**config.mk**
```make
export PLATFORM = sky130hd
export DESIGN_NAME = scan_short_run_remover_unit
export DESIGN_NICKNAME = d
export VERILOG_FILES = /design/src/hdl/ssrr_pkg.sv /design/src/hdl/ssrr_ctrl.sv /design/src/hdl/ssrr_datapath.sv /design/src/hdl/scan_short_run_remover_unit.sv
export SDC_FILE = /design/constraint.sdc
export NUM_CORES = 1
export LEC_CHECK = 0
export BUFFER_PORTS_ARGS = -buffer_cell sky130_fd_sc_hd__buf_2
export CELL_PAD_IN_SITES_DETAIL_PLACEMENT = 0
export CELL_PAD_IN_SITES_GLOBAL_PLACEMENT = 2
export CORE_MARGIN = 5
export CORE_UTILIZATION = 52
export DETAILED_ROUTE_END_ITERATION = 8
export PLACE_DENSITY_LB_ADDON = 0.1
export SLEW_MARGIN = 15
export SYNTH_ARGS = -nofsm -noshare
export SYNTH_HDL_FRONTEND = slang
export SYNTH_SLANG_ARGS = --single-unit
```
**constraint.sdc**
```tcl
create_clock -name i_clk -period 12.27 [get_ports i_clk]
set_clock_uncertainty 0.05 [all_clocks]
set_input_delay 0.6135 -clock i_clk [delete_from_list [all_inputs] [get_ports i_clk]]
set_output_delay 0.6135 -clock i_clk [all_outputs]
set_load 0.02 [all_outputs]
```
**src/hdl/ssrr_pkg.sv**
```systemverilog
// shared types and constants for the short-run remover
package ssrr_pkg;

    localparam int MAX_ACCEPT = 16;
    localparam int HELD_DEPTH = MAX_ACCEPT - 1;
    localparam int CNT_W      = $clog2(MAX_ACCEPT);
    localparam int IDX_W      = $clog2(HELD_DEPTH);
    localparam int DATA_W     = 32;
    localparam int CFG_W      = 5;
    localparam int RUN_W      = 5;
    localparam int ACC_W      = $clog2(MAX_ACCEPT + 1);
    localparam int CMP_W      = (ACC_W > CFG_W) ? ACC_W : CFG_W;
    localparam int EXP_LSB    = 23;
    localparam int EXP_W      = 8;

    localparam logic [DATA_W-1:0] INF_BITS   = 32'h7F80_0000;
    localparam logic [CFG_W-1:0]  RESET_MIN  = 5'd3;
    localparam logic [RUN_W-1:0]  RUN_MAX    = {RUN_W{1'b1}};
    localparam logic [EXP_W-1:0]  EXP_ONES   = {EXP_W{1'b1}};

    typedef logic [CMP_W-1:0] t_cmp;

    typedef enum logic [1:0] {
        ST_IDLE,
        ST_DRAIN,
        ST_EMIT
    } t_state;

    // controller to datapath
    typedef struct packed {
        logic accept;
        logic load_drain;
        logic load_item;
    } t_cmd;

    // datapath to controller
    typedef struct packed {
        logic has_drain;
        logic emit;
        logic drain_last;
        logic out_free;
    } t_status;

endpackage

```
**src/hdl/ssrr_ctrl.sv**
```systemverilog
// controller: sequences accept, held-point drain and item emit
module ssrr_ctrl (
    input  logic              i_clk,
    input  logic              i_rst_n,
    input  logic              i_in_valid,
    output logic              o_in_stall,
    input  ssrr_pkg::t_status i_status,
    output ssrr_pkg::t_cmd    o_cmd
);

    ssrr_pkg::t_state r_state;
    ssrr_pkg::t_state n_state;

    always_ff @(posedge i_clk) begin
        if (!i_rst_n) begin
            r_state <= ssrr_pkg::ST_IDLE;
        end else begin
            r_state <= n_state;
        end
    end

    always_comb begin
        n_state          = r_state;
        o_cmd.accept     = 1'b0;
        o_cmd.load_drain = 1'b0;
        o_cmd.load_item  = 1'b0;
        o_in_stall       = 1'b1;
        case (r_state)
            ssrr_pkg::ST_IDLE: begin
                o_in_stall   = 1'b0;
                o_cmd.accept = i_in_valid;
                if (i_in_valid) begin
                    if (i_status.has_drain) begin
                        n_state = ssrr_pkg::ST_DRAIN;
                    end else if (i_status.emit) begin
                        n_state = ssrr_pkg::ST_EMIT;
                    end
                end
            end
            ssrr_pkg::ST_DRAIN: begin
                if (i_status.out_free) begin
                    o_cmd.load_drain = 1'b1;
                    if (i_status.drain_last) begin
                        n_state = ssrr_pkg::ST_EMIT;
                    end
                end
            end
            ssrr_pkg::ST_EMIT: begin
                if (i_status.out_free) begin
                    o_cmd.load_item = 1'b1;
                    n_state         = ssrr_pkg::ST_IDLE;
                end
            end
            default: begin
                n_state = ssrr_pkg::ST_IDLE;
            end
        endcase
    end

endmodule

```
**src/hdl/ssrr_datapath.sv**
```systemverilog
// datapath: run tracking, held-point store, config register and output register
module ssrr_datapath (
    input  logic                          i_clk,
    input  logic                          i_rst_n,
    input  logic                          i_cfg_we,
    input  logic [ssrr_pkg::CFG_W-1:0]    i_cfg_wdata,
    input  logic [ssrr_pkg::DATA_W-1:0]   i_range_bits,
    input  logic                          i_scan_end,
    input  ssrr_pkg::t_cmd                i_cmd,
    output ssrr_pkg::t_status             o_status,
    input  logic                          i_out_stall,
    output logic                          o_out_valid,
    output logic [ssrr_pkg::DATA_W-1:0]   o_out_range_bits,
    output logic                          o_last_of_burst,
    output logic                          o_out_scan_end
);

    logic [ssrr_pkg::DATA_W-1:0] r_held [ssrr_pkg::HELD_DEPTH];

    logic [ssrr_pkg::CFG_W-1:0]  r_min_acc;
    logic [ssrr_pkg::RUN_W-1:0]  r_run_len;
    logic [ssrr_pkg::RUN_W-1:0]  n_run_len;
    logic                        r_run_acc;
    logic                        n_run_acc;
    logic [ssrr_pkg::CNT_W-1:0]  r_held_cnt;
    logic [ssrr_pkg::CNT_W-1:0]  n_held_cnt;

    logic [ssrr_pkg::CNT_W-1:0]  r_drain_cnt;
    logic [ssrr_pkg::IDX_W-1:0]  r_drain_idx;
    logic                        r_remove;
    logic [ssrr_pkg::DATA_W-1:0] r_item;
    logic                        r_item_end;

    logic                        r_out_valid;
    logic [ssrr_pkg::DATA_W-1:0] r_out_data;
    logic                        r_out_last;
    logic                        r_out_end;

    logic                        pt_ok;
    logic [ssrr_pkg::RUN_W-1:0]  run_inc;
    ssrr_pkg::t_cmp              min_eff;
    logic                        dec_drain;
    logic                        dec_remove;
    logic                        dec_emit;
    logic                        hold_wr;
    logic                        out_free;

    assign pt_ok   = i_range_bits[ssrr_pkg::EXP_LSB +: ssrr_pkg::EXP_W] != ssrr_pkg::EXP_ONES;
    assign run_inc = (r_run_len == ssrr_pkg::RUN_MAX) ? r_run_len
                                                      : r_run_len + 1'b1;
    // accept sizes above MAX_ACCEPT act as MAX_ACCEPT
    assign min_eff = (ssrr_pkg::t_cmp'(r_min_acc) > ssrr_pkg::t_cmp'(ssrr_pkg::MAX_ACCEPT))
                   ? ssrr_pkg::t_cmp'(ssrr_pkg::MAX_ACCEPT)
                   : ssrr_pkg::t_cmp'(r_min_acc);

    always_comb begin
        n_run_len  = r_run_len;
        n_run_acc  = r_run_acc;
        n_held_cnt = r_held_cnt;
        dec_drain  = 1'b0;
        dec_remove = 1'b0;
        dec_emit   = 1'b1;
        hold_wr    = 1'b0;
        if (pt_ok) begin
            n_run_len = run_inc;
            if (r_run_acc) begin
                dec_emit = 1'b1;
            end else if (ssrr_pkg::t_cmp'(run_inc) >= min_eff || i_scan_end) begin
                dec_drain  = 1'b1;
                n_held_cnt = '0;
                n_run_acc  = 1'b1;
            end else begin
                dec_emit = 1'b0;
                if (ssrr_pkg::t_cmp'(r_held_cnt) < ssrr_pkg::t_cmp'(ssrr_pkg::HELD_DEPTH)) begin
                    hold_wr    = 1'b1;
                    n_held_cnt = r_held_cnt + 1'b1;
                end
            end
        end else begin
            // invalid point ends the run; short runs get blanked
            dec_drain  = !r_run_acc;
            dec_remove = ssrr_pkg::t_cmp'(r_held_cnt) < min_eff;
            n_run_len  = '0;
            n_run_acc  = 1'b0;
            n_held_cnt = '0;
        end
        if (i_scan_end) begin
            n_run_len  = '0;
            n_run_acc  = 1'b0;
            n_held_cnt = '0;
        end
    end

    assign out_free = !r_out_valid || !i_out_stall;

    assign o_status.has_drain  = dec_drain && (r_held_cnt != '0);
    assign o_status.emit       = dec_emit;
    assign o_status.drain_last = ssrr_pkg::CNT_W'(r_drain_idx) == (r_drain_cnt - 1'b1);
    assign o_status.out_free   = out_free;

    always_ff @(posedge i_clk) begin
        if (!i_rst_n) begin
            r_min_acc   <= ssrr_pkg::RESET_MIN;
            r_run_len   <= '0;
            r_run_acc   <= 1'b0;
            r_held_cnt  <= '0;
            r_drain_cnt <= '0;
            r_drain_idx <= '0;
            r_out_valid <= 1'b0;
        end else begin
            if (i_cfg_we) begin
                r_min_acc <= i_cfg_wdata;
            end
            if (i_cmd.accept) begin
                r_run_len   <= n_run_len;
                r_run_acc   <= n_run_acc;
                r_held_cnt  <= n_held_cnt;
                r_drain_cnt <= r_held_cnt;
                r_drain_idx <= '0;
            end else if (i_cmd.load_drain) begin
                r_drain_idx <= r_drain_idx + 1'b1;
            end
            if (i_cmd.load_drain || i_cmd.load_item) begin
                r_out_valid <= 1'b1;
            end else if (!i_out_stall) begin
                r_out_valid <= 1'b0;
            end
        end
    end

    always_ff @(posedge i_clk) begin
        if (i_cmd.accept) begin
            r_remove   <= dec_remove;
            r_item     <= i_range_bits;
            r_item_end <= i_scan_end;
            if (hold_wr) begin
                r_held[r_held_cnt[ssrr_pkg::IDX_W-1:0]] <= i_range_bits;
            end
        end
        if (i_cmd.load_drain) begin
            r_out_data <= r_remove ? ssrr_pkg::INF_BITS : r_held[r_drain_idx];
            r_out_last <= 1'b0;
            r_out_end  <= 1'b0;
        end else if (i_cmd.load_item) begin
            r_out_data <= r_item;
            r_out_last <= 1'b1;
            r_out_end  <= r_item_end;
        end
    end

    assign o_out_valid      = r_out_valid;
    assign o_out_range_bits = r_out_data;
    assign o_last_of_burst  = r_out_last;
    assign o_out_scan_end   = r_out_end;

endmodule

```
**src/hdl/scan_short_run_remover_unit.sv**
```systemverilog
// top level of the lidar short-run remover
//
//  channel | signals                                    | direction
//  --------+--------------------------------------------+----------
//  in      | i_in_valid, o_in_stall, i_range_bits,      | into block
//          | i_scan_end                                 |
//  out     | o_out_valid, i_out_stall, o_out_range_bits,| out of block
//          | o_last_of_burst, o_out_scan_end            |
//  cfg     | i_cfg_we, i_cfg_wdata (min accept size)    | into block
//
// a held point leaves the block ready; one that emits itself goes to ST_EMIT,
// via ST_DRAIN if it releases held points; unless stalled, the output register
// loads one result per cycle from the single read port of the held store.
// reset is synchronous, active low; the accept size returns to 3.
// a stall on the output holds the output register and pauses the drain;
// the next item is taken while the last result still waits.
module scan_short_run_remover_unit (
    input  logic                          i_clk,
    input  logic                          i_rst_n,
    input  logic                          i_cfg_we,
    input  logic [ssrr_pkg::CFG_W-1:0]    i_cfg_wdata,
    input  logic                          i_in_valid,
    output logic                          o_in_stall,
    input  logic [ssrr_pkg::DATA_W-1:0]   i_range_bits,
    input  logic                          i_scan_end,
    output logic                          o_out_valid,
    input  logic                          i_out_stall,
    output logic [ssrr_pkg::DATA_W-1:0]   o_out_range_bits,
    output logic                          o_last_of_burst,
    output logic                          o_out_scan_end
);

    ssrr_pkg::t_cmd    cmd;
    ssrr_pkg::t_status status;

    ssrr_ctrl u_ctrl (
        .i_clk      (i_clk),
        .i_rst_n    (i_rst_n),
        .i_in_valid (i_in_valid),
        .o_in_stall (o_in_stall),
        .i_status   (status),
        .o_cmd      (cmd)
    );

    ssrr_datapath u_datapath (
        .i_clk            (i_clk),
        .i_rst_n          (i_rst_n),
        .i_cfg_we         (i_cfg_we),
        .i_cfg_wdata      (i_cfg_wdata),
        .i_range_bits     (i_range_bits),
        .i_scan_end       (i_scan_end),
        .i_cmd            (cmd),
        .o_status         (status),
        .i_out_stall      (i_out_stall),
        .o_out_valid      (o_out_valid),
        .o_out_range_bits (o_out_range_bits),
        .o_last_of_burst  (o_last_of_burst),
        .o_out_scan_end   (o_out_scan_end)
    );

    // the output register is only loaded when it has room
    a_load_room: assert property (@(posedge i_clk) disable iff (!i_rst_n)
        (cmd.load_drain || cmd.load_item) |-> status.out_free)
        else $error("output register loaded while full and stalled");

    // an item that produces results keeps the input stalled next cycle
    a_busy_after_emit: assert property (@(posedge i_clk) disable iff (!i_rst_n)
        (cmd.accept && status.emit) |=> o_in_stall)
        else $error("input not stalled while results are pending");

    // a point that is only held leaves the block ready again
    a_ready_after_hold: assert property (@(posedge i_clk) disable iff (!i_rst_n)
        (cmd.accept && !status.emit && !status.has_drain) |=> !o_in_stall)
        else $error("block busy after a held point");

endmodule

```
Yosys cells after proc, flatten, opt, wreduce, memory -nomap -nowiden. Memories as Yosys holds them, arrays and structs flattened. A register that Yosys moved wholly into a read port is not among the register bits. Index checks and enable logic that the tools add are counted. Widths: inputs -> output; s select.

Input bits: 43. Bits in registers: 94. Memories kept: 1. Word-level logic and storage cells: 92. RAM bits: 480. Output and inout bits: 36.

Memory list: u_datapath.r_held (depth 15, bits a word 32, rd ports 1, clocked after memory_dff 1, wr ports 1, line ssrr_datapath.sv:18) `logic [ssrr_pkg::DATA_W-1:0] r_held [ssrr_pkg::HELD_DEPTH];`.

Magnitude comparators: 4. Add/subtract/negate cells: 4. Multiplexer cells: 42. Equal/unequal tests: 13. Reductions and logical operators: 13. Bitwise gates (word level): 1.

Operator list (count): $mux 32 (3); $mux 4 (7); $mux 1 (21); $mux 5 (4); $mux 2 (6); $add 4x1->4 const B (2); $ne 8x8->1 const B (1); $ne 2x1->1 const B (3); $pmux 2 s3 (1); $add 5x1->5 const B (1); $eq 5x5->1 const B (1); $ge 5x5->1 (1); $gt 5x5->1 const B (1); $lt 4x5->1 (1); $reduce_and 5->1 (1); $eq 4x4->1 (1); $lt 4x4->1 const B (1); $ne 2x2->1 const B (2); $ne 4x4->1 const B (1); $reduce_bool 4->1 (1); $sub 4x1->4 const B (1); $logic_not 1->1 (3); $logic_or 1x1->1 (3); $ne 3x2->1 const B (1); other kinds (9) (9).

Longest topological paths before layout.
Depth after elaboration: 11. Depth in mapped cells: 10. Depth with buffers taken out: 9.

Hierarchy. A second synthesis with hierarchy kept.

Cell total of the unflattened synthesis: 1142. Area, all modules: 22461.5 µm².

By module, submodules not included: ssrr_datapath (area an instance 22325.2 µm², sequential area each 16996.3 µm², cells each 1126, times used 1); ssrr_ctrl (area an instance 136.4 µm², sequential area each 40.0 µm², cells each 16, times used 1).

Worst setup path before layout. Ideal clock, no wire load.

Path type: register -> register. Start point: register u_datapath.r_run_len[0] (netlist bit). End point: memory u_datapath.r_held[14][0] (netlist bit), enable pin. Arrival time: 4.560 ns. Stages on the path, launching flop included: 11. Slack: 7.199 ns. Data required time: 11.759 ns. Buffers on the path: 1. Period minus slack after synthesis: 5.071 ns. Setup time: 0.461 ns. Cells stage by stage: dfxtp_1 ha_1 nand4_1 mux2_2 ha_1 a21o_1 a31oi_1 o211a_1 clkbuf_1 nand3_1 nor3_1.

Cells in the longest elaborated chain, start to end: 10. Elaborated cells between the ends (all ways): 11. Those cells by class: 1 x add/sub; 1 x order compare; 1 x eq/ne; 7 x mux; 1 x reduce/logical.

Ends and longest elaborated chain: start, declared (line ssrr_datapath.sv:21) `logic [ssrr_pkg::RUN_W-1:0] r_run_len;`; start signal, assigned (line ssrr_datapath.sv:115) `r_run_len <= n_run_len;`; $add 5x1->5 / $eq 5x5->1 (equally long branches) (line ssrr_datapath.sv:50, ssrr_datapath.sv:49); $mux 5 (*) (line ssrr_datapath.sv:49) `assign run_inc = (r_run_len == ssrr_pkg::RUN_MAX) ? r_run_len`; $ge 5x5->1 (*) (line ssrr_datapath.sv:68) `end else if (ssrr_pkg::t_cmp'(run_inc) >= min_eff || i_scan_end) begin`; $logic_or 1x1->1 (*) (line ssrr_datapath.sv:68); $mux 1 (*) (line ssrr_datapath.sv:68); $mux 1 (*) (line ssrr_datapath.sv:66) `if (r_run_acc) begin`; $mux 1 (*) (line ssrr_datapath.sv:64) `if (pt_ok) begin`; $mux 1 (*) (line ssrr_datapath.sv:136) `if (hold_wr) begin`; $mux 1 (*) (line ssrr_datapath.sv:132) `if (i_cmd.accept) begin`; $mux 1 (implied by the code) (*) (line ssrr_datapath.sv:137) `r_held[r_held_cnt[ssrr_pkg::IDX_W-1:0]] <= i_range_bits;`; end, declared (line ssrr_datapath.sv:18).

Every way passes the cells marked *; elsewhere a longest branch is shown, timed or not.

Final worst setup path.
Start point: register u_datapath.r_run_len[0] (netlist bit). End point: memory u_datapath.r_held[9][2] (netlist bit), enable pin.

The elaborated chain is that of the path after synthesis.

==> out/qor.yml <==
outcome:
  outcome: "finished, final reports clean"
critical_path:
  cp_max_fo: 32
  critPathArrivalTime_ps: 4120
  r2r_cells: 9
  critical_path_required_ps: 12420
  slowest_delay_ps: 990
  crit_top_cell: "ha_1"
  worstPathCellList: "ha_1 > nand4_1 > mux2_2 > ha_1 > a21o_1 > a31oi_1 > o211a_1 > nand3_1 > nor2_4"
  crit_path_start_kind: "flop"
  endpoint_kind: "flop"
  critical_path_class: "reg2reg"
  worst_path_max_delay_cell: "nor2_4"
clock_tree:
  clk_path_buf_depth: 3
  post_cts_buffers: 0
  insertion_delay_ps: 600
  cts-root-buf: "clkbuf_16"
  cts_hold_buffers: 0
  cts_inserted_buffers: 57
  cts_num_sinks: 578
  htree_levels: 2
  cts_tree: "built"
  postCtsResizedCells: 0
  clk_pin_slew_ps: 60
power:
  powerDensity_mw_per_mm2: 161
  irDropWorstVdd_mv: 0.118
  p_leak_nw: 7.98
die:
  ioPinCount: 79
  rows: 76
  start_util: 0.523
  die_w_um: 217
  die_y_um: 217
  core_sq_mm: 0.0428
  dieArea_sq_mm: 0.0473
synthesis:
  async_flop_share: 0
  synth.distinct_cells: 45
  ys_warn_count: 0
  synth_fp_nets: 1212
  ys_ff_latch: 578
  syn_inst: 1154
  yosys_most_used_dff: "edfxtp_1"
  mappedNetlistArea_sq_mm: 0.0224
  synth_edf_count: 546
  avgSynthCellArea_sq_um: 19.4
  yosysSeqAreaShare: 0.761
route:
  firstDrtPassIters: 5
  drc_errors: 0
  drt.antenna.violating_nets: 0
  vias: 10800
  drt_iter0_drc: 843
  vias_per_cell: 5.83
  drt_wl_total_um: 46500
  routedWlPerCell_um: 25.2
timing:
  slew_headroom: 0.205
  rsz0062_at_grt: "no"
  maxSlewViolCount: 0
  finalSetupTns_ps: 0
  setup_viol_count_final: 0
  fmax_mhz: 252
  fin_crit_sh: 0.324
  hold_viol: 0
  post-route-min-period_ps: 3970
  worst_pin_slew_ps: 1190
grt:
  use_met2: 0.318
  grt_overflow_total: 0
  grt_usage: 0.200
  grt_max_degree: 84
  antenna_found_initial: 1
  grt_pass1_vias: 11300
  busiest_layer: "met2"
  grt_use_met1: 0.299
  grt_first_pass_wirelength_um: 71000
  use_met3: 0.0296
cells_and_area:
  drive_gt1_frac: 0.242
  fillers: 3178
  antenna_cells: 0
  num-nets-final: 1316
  syn_to_final_growth_pct: 13.4
  stdcell_count: 1849
job:
  maxCapViolCount: 0
placement:
  place_inst: 1741
  dp_hpwl_um: 25900
  place_congestion: 0.736
  placement.io_buffers: 78
worst_hold_path:
  hold_path.class: "in2reg"
  whs_path_depth: 3
flip-flops by register name (all words and copies together) (netlist names), 2 cells and up, named ones only:
signal / count
u_ctrl.r_state: 2
u_datapath.o_out_range_bits: 32
u_datapath.r_held_cnt: 4
u_datapath.r_item: 32
u_datapath.r_drain_cnt: 4
u_datapath.r_held: 480
u_datapath.r_min_acc: 5
u_datapath.r_run_len: 5
u_datapath.r_drain_idx: 4
metal layers:
metal,vias up,part of all wire,wire length (um)
met4,2,0.019,901
met1,5626,0.45,21000
met5,-,0.00028,13
li1,4851,-,-
met2,250,0.48,22400
met3,58,0.047,2180
logic make-up after synthesis:
group | count (synthesis) | share of synthesized area
AO/OA/AOI/OAI | 128 | 0.0363
adder cells (fa/ha/maj) | 15 | 0.00838
flip-flops | 578 | 0.761
AND/OR/NAND/NOR | 163 | 0.0324
buffers and inverters | 69 | 0.0145
XOR/XNOR | 14 | 0.00548
multiplexers | 187 | 0.142
synthesized netlist by cell type (all sizes together), types with 18 or more instances:
cell type / instances / area [sq um]
edfxtp: 546 / 16400
mux4: 104 / 2340
mux2i: 82 / 821
nand2: 68 / 255
o21ai: 42 / 210
nor2: 41 / 154
clkbuf: 32 / 120
dfxtp: 32 / 641
buf: 29 / 174
o22ai: 21 / 131
a21o: 20 / 150
nor3: 18 / 95.1
stage by stage:
| step | hold slack (ps) | instance area (sq um) | utilization | setup slack [ps] | power [mW] |
|---|---|---|---|---|---|
| 5_1_grt | 201 | 25400 | 0.593 | 8020 | 4.22 |
| 3_5_place_dp | 405 | 23500 | 0.548 | 8210 | 2.42 |
| 6_report | 181 | 25400 | 0.593 | 8300 | 4.08 |
| 3_3_place_gp | 403 | 23500 | 0.548 | 8240 | 2.42 |
| 4_1_cts | 155 | 25300 | 0.591 | 8200 | 4.12 |
| 2_1_floorplan | 383 | 22400 | - | 7200 | 2.35 |
final timing paths:
kind | from | endpoint | slack (ps)
worst min register to register | u_datapath.o_out_scan_end | u_datapath.o_out_scan_end | 420
worst min-delay path | i_cfg_wdata[0] | u_datapath.r_min_acc[0] | 180
worst max register to register | u_datapath.r_run_len[0] | u_datapath.r_held[9][2] | 8300
worst max-delay path | u_datapath.r_run_len[0] | u_datapath.r_held[9][2] | 8300
final cells by class:
cell class,count,area (sq um),share of cell area
repair buffers,106,666,0.0262
multi-input cells,507,5130,0.202
flip-flops and latches,578,17000,0.671
clock buffers,77,1570,0.0620
inverters,8,30.0,0.00118
clock inverters,27,256,0.0101
well taps,546,683,0.0269
power breakdown:
part           internal (mW)  leakage, nW  total [mW]  switching, mW
registers               2.20         5.21        2.21         0.0152
logic                 0.0535         1.88       0.163          0.110
clock network          0.999        0.893        1.70          0.705
total                   3.25         7.98        4.08          0.830
cells in the final DEF, fill, tap and decap left out, drive strengths merged, types with 2 or more instances in the layout:
cell type	instances
edfxtp	546
buf	106
mux4	104
mux2i	82
clkbuf	77
nand2	68
o21ai	42
nor2	41
dfxtp	32
o22ai	21
a21o	20
clkinv	19
nor3	18
ha	15
a21oi	12
nor2b	11
xnor2	10
nand3	10
a21boi	9
inv	9
a211oi	6
a22o	5
bufinv	5
nand2b	5
nand4	4
a31oi	4
xor2	4
clkinvlp	2
critical path: cells and delay by family (launching register included):
family | cells | cell delay [ps]
flops | 1 | 400
fa+ha+maj | 2 | 430
mux | 1 | 370
simple gates | 3 | 1590
compound gates | 3 | 720
Note: power is estimated with default switching activity, not from simulation.
